## config.mk

```make
export PLATFORM = sky130hd
export DESIGN_NAME = ipv4_range_acl_matcher
export DESIGN_NICKNAME = d
export VERILOG_FILES = /design/src/hdl/iracl_pkg.sv /design/src/hdl/iracl_cell.sv /design/src/hdl/ipv4_range_acl_matcher.sv
export SDC_FILE = /design/constraint.sdc
export NUM_CORES = 2
export LEC_CHECK = 0
export BUFFER_PORTS_ARGS = -buffer_cell sky130_fd_sc_hd__buf_2
export CORE_UTILIZATION = 40
export DETAILED_ROUTE_END_ITERATION = 10
export SKIP_LAST_GASP = 1
export SYNTH_ARGS = -nofsm -noshare
export SYNTH_HDL_FRONTEND = slang
export SYNTH_HIERARCHICAL = 1
export SYNTH_SLANG_ARGS = --single-unit
```

## constraint.sdc

```tcl
create_clock -name clk -period 25 [get_ports clk]
set_input_delay 0 -clock clk [delete_from_list [all_inputs] [get_ports clk]]
set_output_delay 0 -clock clk [all_outputs]
set_load 0.02 [all_outputs]
```

## src/hdl/iracl_pkg.sv

```systemverilog
// ----------------------------------------------------------------------------
// IPv4 range ACL package
// Shared types and helpers for the access list matcher and its rule cells.
// ----------------------------------------------------------------------------
package iracl_pkg;

  localparam int ADDR_W  = 32;
  localparam int IDX_W   = 4;
  localparam int PLEN_W  = 6;
  localparam int COUNT_W = 5;

  typedef enum logic {
    OP_WRITE  = 1'b0,
    OP_LOOKUP = 1'b1
  } op_t;

  typedef struct packed {
    logic              en;
    logic [IDX_W-1:0]  index;
    logic [ADDR_W-1:0] range_lo;
    logic [ADDR_W-1:0] range_hi;
    logic              deny;
  } rule_wr_t;

  typedef struct packed {
    logic              valid;
    logic [ADDR_W-1:0] addr;
    logic              found;
    logic              deny;
    logic [IDX_W-1:0]  idx;
    logic              last_deny;
  } lookup_t;

  // Prefix lengths above the address width saturate to a single address.
  function automatic logic [ADDR_W-1:0] prefix_mask(input logic [PLEN_W-1:0] plen);
    logic [ADDR_W-1:0] mask;
    if (plen > PLEN_W'(ADDR_W)) begin
      mask = '1;
    end else begin
      mask = ~({ADDR_W{1'b1}} >> plen);
    end
    return mask;
  endfunction

endpackage

```

## src/hdl/iracl_cell.sv

```systemverilog
// ----------------------------------------------------------------------------
// IPv4 range ACL rule cell
// Holds one rule and checks the lookup that passes through it each cycle.
// ----------------------------------------------------------------------------
module iracl_cell #(
  parameter int MAX_RULES  = 16,
  parameter int CELL_INDEX = 0
) (
  input  logic                             clk,
  input  logic                             rst,
  input  iracl_pkg::rule_wr_t              wr,
  input  logic [iracl_pkg::COUNT_W-1:0]    rule_count,
  input  iracl_pkg::lookup_t               tok_in,
  output iracl_pkg::lookup_t               tok_out
);

  logic [iracl_pkg::ADDR_W-1:0] range_lo;
  logic [iracl_pkg::ADDR_W-1:0] range_hi;
  logic                         deny_flag;
  iracl_pkg::lookup_t           tok_next;
  logic                         active;
  logic                         is_last;
  logic                         hit;

  always_ff @(posedge clk) begin
    if (wr.en && (32'(wr.index) == CELL_INDEX)) begin
      range_lo  <= wr.range_lo;
      range_hi  <= wr.range_hi;
      deny_flag <= wr.deny;
    end
  end

  assign active  = 32'(rule_count) > CELL_INDEX;
  assign is_last = (32'(rule_count) == CELL_INDEX + 1) ||
                   ((CELL_INDEX == MAX_RULES - 1) && (32'(rule_count) >= MAX_RULES));
  assign hit     = tok_in.valid && active && !tok_in.found &&
                   (tok_in.addr >= range_lo) && (tok_in.addr <= range_hi);

  always_comb begin
    tok_next = tok_in;
    if (hit) begin
      tok_next.found = 1'b1;
      tok_next.deny  = deny_flag;
      tok_next.idx   = iracl_pkg::IDX_W'(CELL_INDEX);
    end
    if (is_last) begin
      tok_next.last_deny = deny_flag;
    end
  end

  always_ff @(posedge clk) begin
    if (rst) begin
      tok_out <= '0;
    end else begin
      tok_out <= tok_next;
    end
  end

endmodule

```

## src/hdl/ipv4_range_acl_matcher.sv

```systemverilog
// ----------------------------------------------------------------------------
// IPv4 range access list matcher
// First-match access list over CIDR rules, built as a chain of rule cells.
// ----------------------------------------------------------------------------
// A rule write is taken without raising busy, so the block stays ready. A
// lookup walks the chain of MAX_RULES rule cells, one cell per cycle, and its
// result appears at the end of the chain with done high for a single cycle;
// busy is raised by the transfer and drops when the result is shown, so a new
// lookup cannot be taken while one is still in the chain. The next transfer
// may be taken in the cycle the result is shown. Results cannot be held off by the receiver.
module ipv4_range_acl_matcher #(
  parameter int MAX_RULES = 16
) (
  input  logic                              clk,
  input  logic                              rst,
  input  logic                              start,
  output logic                              busy,
  input  logic                              operation,
  input  logic [iracl_pkg::IDX_W-1:0]       rule_index,
  input  logic [iracl_pkg::ADDR_W-1:0]      rule_base,
  input  logic [iracl_pkg::PLEN_W-1:0]      prefix_length,
  input  logic                              rule_denies,
  input  logic [iracl_pkg::ADDR_W-1:0]      client_address,
  input  logic                              cfg_we,
  input  logic [iracl_pkg::COUNT_W-1:0]     cfg_wdata,
  output logic                              done,
  output logic                              denied,
  output logic                              by_default,
  output logic [iracl_pkg::IDX_W-1:0]       matched_rule
);

  localparam int STEP_W = $clog2(MAX_RULES + 1);

  logic [iracl_pkg::COUNT_W-1:0] rule_count;
  logic [STEP_W-1:0]             steps;
  logic                          accept;
  logic                          accept_lookup;
  logic [iracl_pkg::ADDR_W-1:0]  mask;
  iracl_pkg::rule_wr_t           wr;
  iracl_pkg::lookup_t            tok [MAX_RULES+1];
  iracl_pkg::lookup_t            tail;

  assign accept        = start && !busy;
  assign accept_lookup = accept && (operation == iracl_pkg::OP_LOOKUP);
  assign busy          = steps != '0;

  always_ff @(posedge clk) begin
    if (rst) begin
      rule_count <= '0;
    end else if (cfg_we) begin
      rule_count <= cfg_wdata;
    end
  end

  always_ff @(posedge clk) begin
    if (rst) begin
      steps <= '0;
    end else if (accept_lookup) begin
      steps <= STEP_W'(MAX_RULES - 1);
    end else if (busy) begin
      steps <= steps - 1'b1;
    end
  end

  always_comb begin
    mask        = iracl_pkg::prefix_mask(prefix_length);
    wr.en       = accept && (operation == iracl_pkg::OP_WRITE);
    wr.index    = rule_index;
    wr.range_lo = rule_base & mask;
    wr.range_hi = (rule_base & mask) | ~mask;
    wr.deny     = rule_denies;
  end

  always_comb begin
    tok[0]           = '0;
    tok[0].valid     = accept_lookup;
    tok[0].addr      = client_address;
  end

  for (genvar i = 0; i < MAX_RULES; i++) begin : g_cell
    iracl_cell #(
      .MAX_RULES  (MAX_RULES),
      .CELL_INDEX (i)
    ) u_cell (
      .clk        (clk),
      .rst        (rst),
      .wr         (wr),
      .rule_count (rule_count),
      .tok_in     (tok[i]),
      .tok_out    (tok[i+1])
    );
  end

  assign tail         = tok[MAX_RULES];
  assign done         = tail.valid;
  assign by_default   = !tail.found;
  assign matched_rule = tail.idx;
  assign denied       = tail.found ? tail.deny :
                        ((rule_count == '0) ? 1'b0 : !tail.last_deny);

  a_lookup_busy: assert property (@(posedge clk) disable iff (rst)
    accept_lookup |=> (busy == (MAX_RULES > 1)))
    else $error("Lookup transfer did not hold the block busy.");

  a_done_idle: assert property (@(posedge clk) disable iff (rst)
    done |-> !busy)
    else $error("Result shown while the chain was still busy.");

  a_default_index: assert property (@(posedge clk) disable iff (rst)
    (done && by_default) |-> (matched_rule == '0))
    else $error("Default verdict carried a nonzero rule index.");

  a_empty_allows: assert property (@(posedge clk) disable iff (rst)
    (done && (rule_count == '0)) |-> (by_default && !denied))
    else $error("Empty rule list did not allow the address.");

endmodule
```

==> reports/qor.yml <==
num-nets-final: 7785
yosysWarningCount: 6
cpMostUsedCell: "dlygate4sd3_1"
place.gp.congestion: 0.859
first_pass_iters: 8
start_kind: "flip-flop"
hold_viol: 0
worstPathRequired_ns: 25.46
leakagePower_nw: 38.0
cts_tree: "done"
placed_area_um2: 79700
avgSynthCellArea_um2: 12.0
grt_pass1_vias: 47400
die_w_um: 438
cp_slowest_cell: "dlygate4sd3_1"
root_buffer: "clkbuf_16"
worstPathArrival_ns: 4.12
critPathCapture: "g_cell[9].u_cell/range_hi[25]"
crit_start: "steps[0]"
grtUsageTotal: 0.184
std_cell_rows: 159
criticalPathCategory: "flip-flop to flip-flop"
drt-vias-per-instance: 4.94
status: "complete, but fails checks"
ff_latch_area_um2: 43600
io_pins: 93
tightest_slew_ns: 1.38
reg2reg_depth: 9
slew_headroom: 0.0713
violations: "design-rule violations"
synth_cells: 6318
vdd_drop_max_v: 0.0000466
fill_cells: 17100
p_per_area_nw_per_um2: 66.4
io_buffers: 92
h-tree-depth: 4
antenna_found_initial: 1
setup_ws_ns: 21.34
drc: 6
via_count: 46100
fin_crit_sh: 0.147
clockBufferDepth: 3
max_freq_ghz: 0.273
stdcell_area_um2: 86500
multiInputGateArea_um2: 28100
syn_area_um2: 75900
slowest_delay_ns: 0.78
die_y_um: 438
drt_first_iter_violations: 2434
setup_viol: 0
post-place-ws_ns: 21.39
grt_pass1_wl_um: 268000
final_layout_size_suffix_gt1_frac: 0.0788
path_clk_slew_ns: 0.06
initial_core_util: 0.403
critPathMaxFanout: 16
numCtsBuffers: 171
slew_violations: 0
r2r_slack_ns: 21.34
cts.sinks: 1658
max-cap-violations: 0
postRouteAntennaNets: 0
worst_setup_path_end_kind: "flip-flop"
clk_latency_ns: 0.81
fin_setup_tns_ns: 0
rr_endpoint: "g_cell[9].u_cell/range_hi[25]"
worstReg2RegStart: "steps[0]"
finalCriticalPeriod_ns: 3.66
grt_overflow_total: 0
finalClockSkew_ns: 0.0277
crit_path_cell_trace: "inv_1 -> ha_1 -> or4b_1 -> nor3b_2 -> buf_4 -> nand4b_1 -> dlygate4sd3_1 -> nor2_4 -> dlygate4sd3_1"
grt_start_max_net_pins: 114
dp_hpwl_um: 134000
routedWlPerCell_um: 18.8
dieArea_um2: 192000
wirelength_um: 176000
grt_setup_unrepaired: "false"
ctsResizeCount: 0
min_path_type: "primary input to flip-flop"
hold_buffers: 108
post-cts-setup-buffers: 0
core_um2: 188000
synthToLayoutAreaGrowth_pct: 14.0
-- metrics by stage --
step | util | total power, W | cells | hold slack (ns)
after floorplan | - | 0.00314 | 6325 | 0.0989
after global placement | 0.424 | 0.00325 | 8889 | 0.237
after detailed placement | 0.424 | 0.00326 | 8889 | 0.256
after CTS | 0.460 | 0.00581 | 9319 | 0.00914
after global routing | 0.460 | 0.00594 | 9319 | 0.0487
final | 0.460 | 0.00575 | 9324 | 0.0600
-- worst max-delay path: cells and delay by family (launching register included) --
| family | cells | cell delay, ns |
|---|---|---|
| flip-flops | 1 | 0.33 |
| buffers and inverters | 4 | 1.76 |
| AND/OR/NAND/NOR | 4 | 1.01 |
| adder cells (fa/ha/maj) | 1 | 0.21 |
-- placed cells by master (no fill, tap or decap), types with 39 or more instances in the layout --
master            n
buf_2            91
a21o_1           86
buf_4            52
nor2b_1         525
o21ai_0         134
a21oi_1         423
dlygate4sd3_1   108
ha_1           1025
and4_1           39
dfxtp_1         618
nor2_1          141
edfxtp_1       1040
nand4_1         157
nand2_1         239
clkbuf_1         46
nand3_1         106
nand2b_1         55
clkbuf_16       177
inv_1          1086
-- routing by layer --
layer | vias to the layer above | wire (µm) | global-route usage
li1 | 22900 | - | -
met4 | 0 | 8870 | 0.0946
met3 | 387 | 5010 | 0.0223
met5 | - | 0 | 0
met2 | 729 | 84700 | 0.315
met1 | 22000 | 77100 | 0.227
-- how the worst min path moves through the flow --
stage,start,cells after the start,slack (ns),to
after detailed placement,cfg_wdata[4],3,0.26,rule_count[4]
after floorplan,rule_denies,0,0.1,g_cell[0].u_cell/deny_flag
after global placement,cfg_wdata[0],3,0.24,rule_count[0]
after global routing,client_address[22],3,0.05,g_cell[0].u_cell/tok_out[29]
after CTS,client_address[22],3,0.009,g_cell[0].u_cell/tok_out[29]
final,client_address[22],3,0.06,g_cell[0].u_cell/tok_out[29]
-- state kept, by name (all words and copies together) (netlist names) --
| signal | count |
|---|---|
| g_cell.u_cell/deny_flag | 16 |
| g_cell.u_cell/tok_out | 608 |
| g_cell.u_cell/range_hi | 512 |
| steps | 5 |
| g_cell.u_cell/range_lo | 512 |
| rule_count | 5 |
-- area by class of cell --
cell class                 count  share of cell area
inverter                    1087              0.0472
antenna                        5            0.000145
clock inverter                79             0.00916
timing repair buffer         252              0.0224
tap                         2495              0.0361
sequential                  1658               0.504
multi-input combinational   3505               0.325
clock buffer                 243              0.0564
-- power breakdown --
| part | internal (W) | leakage [nW] | switching (W) | total [W] |
|---|---|---|---|---|
| Clock | 0.00148 | 2.78 | 0.00106 | 0.00254 |
| Sequential | 0.00295 | 14.4 | 0.0000157 | 0.00296 |
| Combinational | 0.0000755 | 20.9 | 0.000172 | 0.000247 |
| Total | 0.00450 | 38.0 | 0.00124 | 0.00575 |
Power figures use the tool's default switching activity.
